### config.mk
export PLATFORM = sky130hd
export DESIGN_NAME = ultrasonic_range_sequencer
export DESIGN_NICKNAME = d
export VERILOG_FILES = /design/src/urs_pkg.sv /design/src/urs_cfg.sv /design/src/urs_step.sv /design/src/ultrasonic_range_sequencer.sv
export SDC_FILE = /design/constraint.sdc
export NUM_CORES = 1
export LEC_CHECK = 0
export CAP_MARGIN = 20
export CORE_AREA = 2 2 145 253
export CTS_BUF_LIST = sky130_fd_sc_hd__clkbuf_8
export CTS_CLUSTER_DIAMETER = 30
export DETAILED_ROUTE_END_ITERATION = 12
export DIE_AREA = 0 0 147 255
export DONT_BUFFER_PORTS = 1
export HOLD_SLACK_MARGIN = 0.06
export PLACE_DENSITY = 0.74
export SKIP_LAST_GASP = 1
export SYNTH_ARGS = -nofsm -noshare
export SYNTH_HDL_FRONTEND = slang
export SYNTH_SLANG_ARGS = --single-unit
export TNS_END_PERCENT = 5
### constraint.sdc
create_clock -name clk_i -period 12.5 [get_ports clk_i]
set_input_delay 1.25 -clock clk_i [delete_from_list [all_inputs] [get_ports clk_i]]
set_output_delay 1.25 -clock clk_i [all_outputs]
set_load 0.05 [all_outputs]
### src/urs_pkg.sv
`timescale 1ns / 1ps
// ----------------------------------------------------------------------------
// urs_pkg
// Types and constants shared by the ultrasonic range sequencer files.
// ----------------------------------------------------------------------------
package urs_pkg;

  // one poll
  typedef struct packed {
    logic [31:0] now_us;
    logic        echo_level;
  } urs_in_t;

  // one result
  typedef struct packed {
    logic        trigger_level;
    logic        trigger_driven;
    logic [14:0] range_value;
    logic        done_res;
    logic [2:0]  phase;
  } urs_out_t;

  // configuration register indexes
  typedef enum logic [2:0] {
    CFG_SINGLE_PIN   = 3'd0,
    CFG_TRIG_WIDTH   = 3'd1,
    CFG_SETTLE       = 3'd2,
    CFG_RISE_TIMEOUT = 3'd3,
    CFG_ECHO_TIMEOUT = 3'd4
  } urs_cfg_idx_e;

  typedef struct packed {
    logic        single_pin;
    logic [7:0]  trigger_width_us;
    logic [15:0] settle_us;
    logic [15:0] rise_timeout_us;
    logic [15:0] echo_timeout_us;
  } urs_cfg_t;

  // ranging phases, one-hot
  typedef enum logic [4:0] {
    PH_START  = 5'b00001,
    PH_TRIG   = 5'b00010,
    PH_SETTLE = 5'b00100,
    PH_RISE   = 5'b01000,
    PH_FALL   = 5'b10000
  } urs_phase_e;

  // numeric phase codes as seen on the result
  localparam logic [2:0] PH_NUM_START  = 3'd0;
  localparam logic [2:0] PH_NUM_TRIG   = 3'd1;
  localparam logic [2:0] PH_NUM_SETTLE = 3'd2;
  localparam logic [2:0] PH_NUM_RISE   = 3'd3;
  localparam logic [2:0] PH_NUM_FALL   = 3'd4;

  typedef struct packed {
    urs_phase_e  phase;
    logic [31:0] start_time;
    logic [31:0] entry_time;
    logic [14:0] last_value;
    logic        trig_out;
  } urs_state_t;

  // reset values of the configuration registers
  localparam logic        CFG_RST_SINGLE_PIN = 1'b0;
  localparam logic [7:0]  CFG_RST_TRIG_WIDTH = 8'd5;
  localparam logic [15:0] CFG_RST_SETTLE     = 16'd100;
  localparam logic [15:0] CFG_RST_RISE_TO    = 16'd1000;
  localparam logic [15:0] CFG_RST_ECHO_TO    = 16'd21000;

  localparam logic [14:0] RISE_SENTINEL = 15'd20001;
  localparam logic [14:0] FALL_SENTINEL = 15'd21000;
  localparam logic [14:0] RANGE_MAX     = 15'd21002;

  // width*1716/10000 is exact as (width*MM_RECIP) >> MM_SHIFT for width below
  // MM_SAT_WIDTH; from MM_SAT_WIDTH upwards the distance saturates to RANGE_MAX
  localparam int unsigned MM_SHIFT     = 29;
  localparam logic [26:0] MM_RECIP     = 27'd92127049;
  localparam logic [31:0] MM_SAT_WIDTH = 32'd122396;

endpackage

### src/urs_cfg.sv
`timescale 1ns / 1ps
// ----------------------------------------------------------------------------
// urs_cfg
// Configuration registers, written through a valid/ready write channel.
// ----------------------------------------------------------------------------
module urs_cfg (
  input  logic              clk_i,
  input  logic              rst_ni,
  input  logic              cfg_valid_i,
  output logic              cfg_ready_o,
  input  logic [2:0]        cfg_index_i,
  input  logic [15:0]       cfg_data_i,
  output urs_pkg::urs_cfg_t cfg_o
);
  import urs_pkg::*;

  urs_cfg_t cfg_q;

  assign cfg_ready_o = 1'b1;
  assign cfg_o       = cfg_q;

  always_ff @(posedge clk_i or negedge rst_ni) begin
    if (!rst_ni) begin
      cfg_q.single_pin       <= CFG_RST_SINGLE_PIN;
      cfg_q.trigger_width_us <= CFG_RST_TRIG_WIDTH;
      cfg_q.settle_us        <= CFG_RST_SETTLE;
      cfg_q.rise_timeout_us  <= CFG_RST_RISE_TO;
      cfg_q.echo_timeout_us  <= CFG_RST_ECHO_TO;
    end else if (cfg_valid_i) begin
      case (cfg_index_i)
        CFG_SINGLE_PIN:   cfg_q.single_pin       <= cfg_data_i[0];
        CFG_TRIG_WIDTH:   cfg_q.trigger_width_us <= cfg_data_i[7:0];
        CFG_SETTLE:       cfg_q.settle_us        <= cfg_data_i;
        CFG_RISE_TIMEOUT: cfg_q.rise_timeout_us  <= cfg_data_i;
        CFG_ECHO_TIMEOUT: cfg_q.echo_timeout_us  <= cfg_data_i;
        default: ;
      endcase
    end
  end

endmodule

### src/urs_step.sv
`timescale 1ns / 1ps
// ----------------------------------------------------------------------------
// urs_step
// Next-state and result logic for one poll of the ranging sequence.
// ----------------------------------------------------------------------------
module urs_step (
  input  urs_pkg::urs_cfg_t   cfg_i,
  input  urs_pkg::urs_state_t state_i,
  input  urs_pkg::urs_in_t    item_i,
  output urs_pkg::urs_state_t state_o,
  output urs_pkg::urs_out_t   result_o
);
  import urs_pkg::*;

  logic [31:0] el_start;
  logic [31:0] el_entry;
  logic [43:0] mm_prod;
  logic [14:0] mm_val;
  logic        done;
  logic [2:0]  phase_num;
  urs_state_t  nxt;

  assign el_start = item_i.now_us - state_i.start_time;
  assign el_entry = item_i.now_us - state_i.entry_time;

  // pulse width to millimetres, one constant multiply
  assign mm_prod = {10'd0, el_entry[16:0]} * {17'd0, MM_RECIP};
  assign mm_val  = (el_entry >= MM_SAT_WIDTH) ? RANGE_MAX : mm_prod[MM_SHIFT +: 15];

  always_comb begin
    nxt  = state_i;
    done = 1'b0;
    case (state_i.phase)
      PH_TRIG: begin
        if (el_start > {24'd0, cfg_i.trigger_width_us}) begin
          nxt.trig_out   = 1'b0;
          nxt.phase      = PH_SETTLE;
          nxt.entry_time = item_i.now_us;
        end
      end
      PH_SETTLE, PH_RISE: begin
        // settle falls straight through into the rise check
        if (state_i.phase == PH_SETTLE && el_entry > {16'd0, cfg_i.settle_us}) begin
          nxt.phase      = PH_RISE;
          nxt.entry_time = item_i.now_us;
        end
        if (item_i.echo_level) begin
          nxt.phase      = PH_FALL;
          nxt.entry_time = item_i.now_us;
        end else if (el_start > {16'd0, cfg_i.rise_timeout_us}) begin
          nxt.last_value = RISE_SENTINEL;
          nxt.phase      = PH_START;
          nxt.entry_time = item_i.now_us;
          done           = 1'b1;
        end
      end
      PH_FALL: begin
        if (!item_i.echo_level) begin
          nxt.last_value = mm_val;
          nxt.phase      = PH_START;
          nxt.entry_time = item_i.now_us;
          done           = 1'b1;
        end else if (el_start > {16'd0, cfg_i.echo_timeout_us}) begin
          nxt.last_value = FALL_SENTINEL;
          nxt.phase      = PH_START;
          nxt.entry_time = item_i.now_us;
          done           = 1'b1;
        end
      end
      default: begin
        nxt.phase      = PH_TRIG;
        nxt.trig_out   = 1'b1;
        nxt.start_time = item_i.now_us;
        nxt.entry_time = '0;
      end
    endcase
  end

  always_comb begin
    case (nxt.phase)
      PH_TRIG:   phase_num = PH_NUM_TRIG;
      PH_SETTLE: phase_num = PH_NUM_SETTLE;
      PH_RISE:   phase_num = PH_NUM_RISE;
      PH_FALL:   phase_num = PH_NUM_FALL;
      default:   phase_num = PH_NUM_START;
    endcase
  end

  assign state_o                 = nxt;
  assign result_o.trigger_level  = nxt.trig_out;
  assign result_o.trigger_driven = cfg_i.single_pin ? (nxt.phase == PH_TRIG) : 1'b1;
  assign result_o.range_value    = nxt.last_value;
  assign result_o.done_res       = done;
  assign result_o.phase          = phase_num;

endmodule

### src/ultrasonic_range_sequencer.sv
`timescale 1ns / 1ps
// ----------------------------------------------------------------------------
// ultrasonic_range_sequencer
// Trigger pulse, echo timer and distance conversion for an ultrasonic ranger.
// ----------------------------------------------------------------------------
// Takes one poll per clock while the output is not stalled and gives one result
// beat per poll. A poll is caught in an input register, the phase logic and the
// constant-scaled width conversion then run on it combinationally and the result
// lands in an output register. The phase state is updated together with that
// register, which is what lets the next poll follow straight behind. The input
// side keeps taking beats while a result waits, until both registers are full.
module ultrasonic_range_sequencer (
  input  logic              clk_i,
  input  logic              rst_ni,
  input  logic              cfg_valid_i,
  output logic              cfg_ready_o,
  input  logic [2:0]        cfg_index_i,
  input  logic [15:0]       cfg_data_i,
  input  logic              in_valid_i,
  output logic              in_ready_o,
  input  urs_pkg::urs_in_t  in_data_i,
  output logic              out_valid_o,
  input  logic              out_ready_i,
  output urs_pkg::urs_out_t out_data_o
);
  import urs_pkg::*;

  urs_cfg_t   cfg;
  urs_state_t state_q, state_d;
  urs_in_t    item_q;
  logic       item_vld_q;
  urs_out_t   res_q, res_d;
  logic       res_vld_q;
  logic       advance;

  urs_cfg u_cfg (
    .clk_i       (clk_i),
    .rst_ni      (rst_ni),
    .cfg_valid_i (cfg_valid_i),
    .cfg_ready_o (cfg_ready_o),
    .cfg_index_i (cfg_index_i),
    .cfg_data_i  (cfg_data_i),
    .cfg_o       (cfg)
  );

  urs_step u_step (
    .cfg_i    (cfg),
    .state_i  (state_q),
    .item_i   (item_q),
    .state_o  (state_d),
    .result_o (res_d)
  );

  // a poll moves on when the result slot is free or being emptied
  assign advance    = item_vld_q && (!res_vld_q || out_ready_i);
  assign in_ready_o = !item_vld_q || advance;

  always_ff @(posedge clk_i or negedge rst_ni) begin
    if (!rst_ni) begin
      item_vld_q <= 1'b0;
      res_vld_q  <= 1'b0;
      state_q    <= '{phase: PH_START, start_time: '0, entry_time: '0,
                      last_value: '0, trig_out: 1'b0};
    end else begin
      if (in_ready_o) begin
        item_vld_q <= in_valid_i;
      end
      if (advance) begin
        res_vld_q <= 1'b1;
        state_q   <= state_d;
      end else if (out_ready_i) begin
        res_vld_q <= 1'b0;
      end
    end
  end

  always_ff @(posedge clk_i) begin
    if (in_ready_o && in_valid_i) begin
      item_q <= in_data_i;
    end
    if (advance) begin
      res_q <= res_d;
    end
  end

  assign out_valid_o = res_vld_q;
  assign out_data_o  = res_q;

endmodule

==> impl_metrics.yaml <==
setup_path:
  cp-start-kind: "flip-flop"
  worstSetupPathType: "flip-flop to flip-flop"
  cp-end-kind: "flip-flop"
  critPathSlowestCell: "fa_1"
  crit_fanout: 6
  slowest_delay_ns: 0.74
  ff2ff_path_depth: 27
  critPathArrivalTime_ns: 9.72
  required_ns: 12.77
  cpMostUsedCell: "fa_1"
grt:
  grt_pass1_vias: 16860
  grt_pass1_wl_um: 90980
  antenna_found_initial: 6
  overflow: 0
  grt_usage_pct: 32.19
  grt_max_degree: 145
hold_path:
  hold_class: "input port to async pin"
clocking:
  clk_pin_slew_ns: 0.11
  post_cts_buffers: 0
  clock_latency_ns: 0.52
  cts_sinks: 198
  cts_buffers: 17
  tritoncts: "built"
  cts_root_buf: "clkbuf_8"
  postCtsHoldBufs: 0
  clockBufferDepth: 2
  cts.repair.resized: 0
  h-tree-depth: 4
yosys:
  synth_top_area_cell: "fa_1"
  synth_area_um2: 20620
  ys_warn_count: 0
  synth_seq_cells: 198
  synth_edf_count: 54
  syn_inst: 2133
  ys_top_cells_by_area: "fa_1, ha_1, dfrtp_1"
  synth_top_cell_area_share_pct: 17.87
  avgSynthCellArea_um2: 9.666
  synth_fp_nets: 2634
  synthFlopType: "dfrtp_1"
  ys_async_sr_fraction_pct: 72.73
  synthDistinctLibCells: 87
  ys_seq_area_share_pct: 25.44
die:
  coreArea_um2: 35680
  num_rows: 92
  io_pins: 81
  initial_utilization_pct: 57.78
  die-area_um2: 37490
  die_y_um: 255
  dieWidth_um: 147
sta:
  setup-violations-final: 0
  fin_hold_ws_ns: 0.4289
  tns_ns: 0
  rsz0062_at_grt: "false"
  fin_crit_sh_pct: 75.63
  hold_violations: 0
  worst_pin_slew_ns: 1.072
  timing.fmax_mhz: 105.8
  slew_viol_final: 0
  post-route-min-period_ns: 9.454
  skew_ns: 0.02585
  slew_headroom_pct: 27.60
routing:
  drtAntennaViolNets: 0
  num_vias: 15640
  drc: 0
  wl_per_cell_um: 22.53
  first_iter_violations: 840
  dr.pass1.iters: 5
  routed_wirelength_um: 58730
  avgViaCountPerCell: 5.999
finish:
  area_growth_pct: 4.200
  layout_common_cells: "inv_1, ha_1, fa_1"
  drive_gt1_share_pct: 6.976
  layout_commonest_cell: "inv_1"
  fin_nets: 2624
place:
  place_congestion: 1.035
  dp.final_hpwl_um: 48790
  port_buffers: 0
flow_run:
  max_cap_viol_count: 0
status:
  status: "completed"
## flip-flops by register name, indices dropped and copies added (netlist names)
name and cells:
item_q 33, out_valid_o 1, state_q 85, out_data_o 21
item_vld_q 1, u_cfg.cfg_o 57
## through the flow
| step | instance area, um^2 | cells | utilization [%] | worst slack [ns] |
|---|---|---|---|---|
| after floorplan | 20620 | 2133 | - | 4.310 |
| after global placement | 21120 | 2573 | 59.18 | 3.289 |
| after detailed placement | 21120 | 2574 | 59.19 | 3.084 |
| after CTS | 21480 | 2606 | 60.20 | 3.051 |
| after global routing | 21480 | 2607 | 60.20 | 2.490 |
| final | 21480 | 2607 | 60.20 | 3.046 |
## layer usage
metal | GRT usage, % | wire length, um | share of wire, %
met1 | 29.60 | 18740 | 32
met2 | 61.96 | 32030 | 55
met3 | 4.349 | 2087 | 3.6
met4 | 26.90 | 5796 | 9.9
met5 | 0 | 69 | 0.12
## worst max-delay path, delay by kind of cell, from the launching register on
kind                     cells  cell delay [ns]
AO/OA/AOI/OAI               10             2.62
XOR/XNOR                     2             0.68
adder cells (fa/ha/maj)      8             3.76
buffers and inverters        3             0.53
flip-flops                   1             0.52
AND/OR/NAND/NOR              4             1.08
## Yosys cell counts (40+ instances only)
library cell and instances:
inv_1 423, mux2i_1 40, a21o_1 56, a21oi_1 96, ha_1 260, fa_1 184
nand2_1 123, edfxtp_1 54, o21ai_0 135, nor2_1 79, dfrtp_1 128, mux2_2 56
## final timing paths
check,slack (ns),from,endpoint
min in group clk_i,0.50,item_vld_q$_DFFE_PN0N_,out_valid_o$_DFFE_PN0P_
max in group asynchronous,11.67,rst_ni,state_q[80]$_DFFE_PN1P_
min,0.43,rst_ni,u_cfg.cfg_o[52]$_DFFE_PN0P_
min reg2reg,0.50,item_vld_q$_DFFE_PN0N_,out_valid_o$_DFFE_PN0P_
max,3.05,item_q[2]$_DFFE_PP_,out_data_o[15]$_DFFE_PP_
max reg2reg,3.05,item_q[2]$_DFFE_PP_,out_data_o[15]$_DFFE_PP_
## logic make-up (layout without fill, tap and decap cells)
group / after synthesis / count (layout) / share of synthesized area, %
flip-flops: 198 / 198 / 25.44
adder cells (fa/ha/maj): 444 / 444 / 33.64
AO/OA/AOI/OAI: 477 / 477 / 15.29
other: 1 / 2 / 0.01819
buffers and inverters: 470 / 473 / 8.781
AND/OR/NAND/NOR: 388 / 388 / 9.303
XOR/XNOR: 58 / 58 / 2.464
multiplexers: 97 / 97 / 5.055
## cell type report
cell class / count / area [um^2]
Antenna cell: 1 / 2.502
Fill cell: 3116 / 14200
Clock buffer: 17 / 234.0
Clock inverter: 15 / 123.9
Inverter: 424 / 1592
Sequential cell: 198 / 5245
Multi-Input combinational cell: 1465 / 13570
Timing Repair Buffer: 17 / 125.1
Tap cell: 470 / 588.1
Power is not shown: default switching activity piles up to over one toggle a cycle in this logic, so the estimate is an artifact.
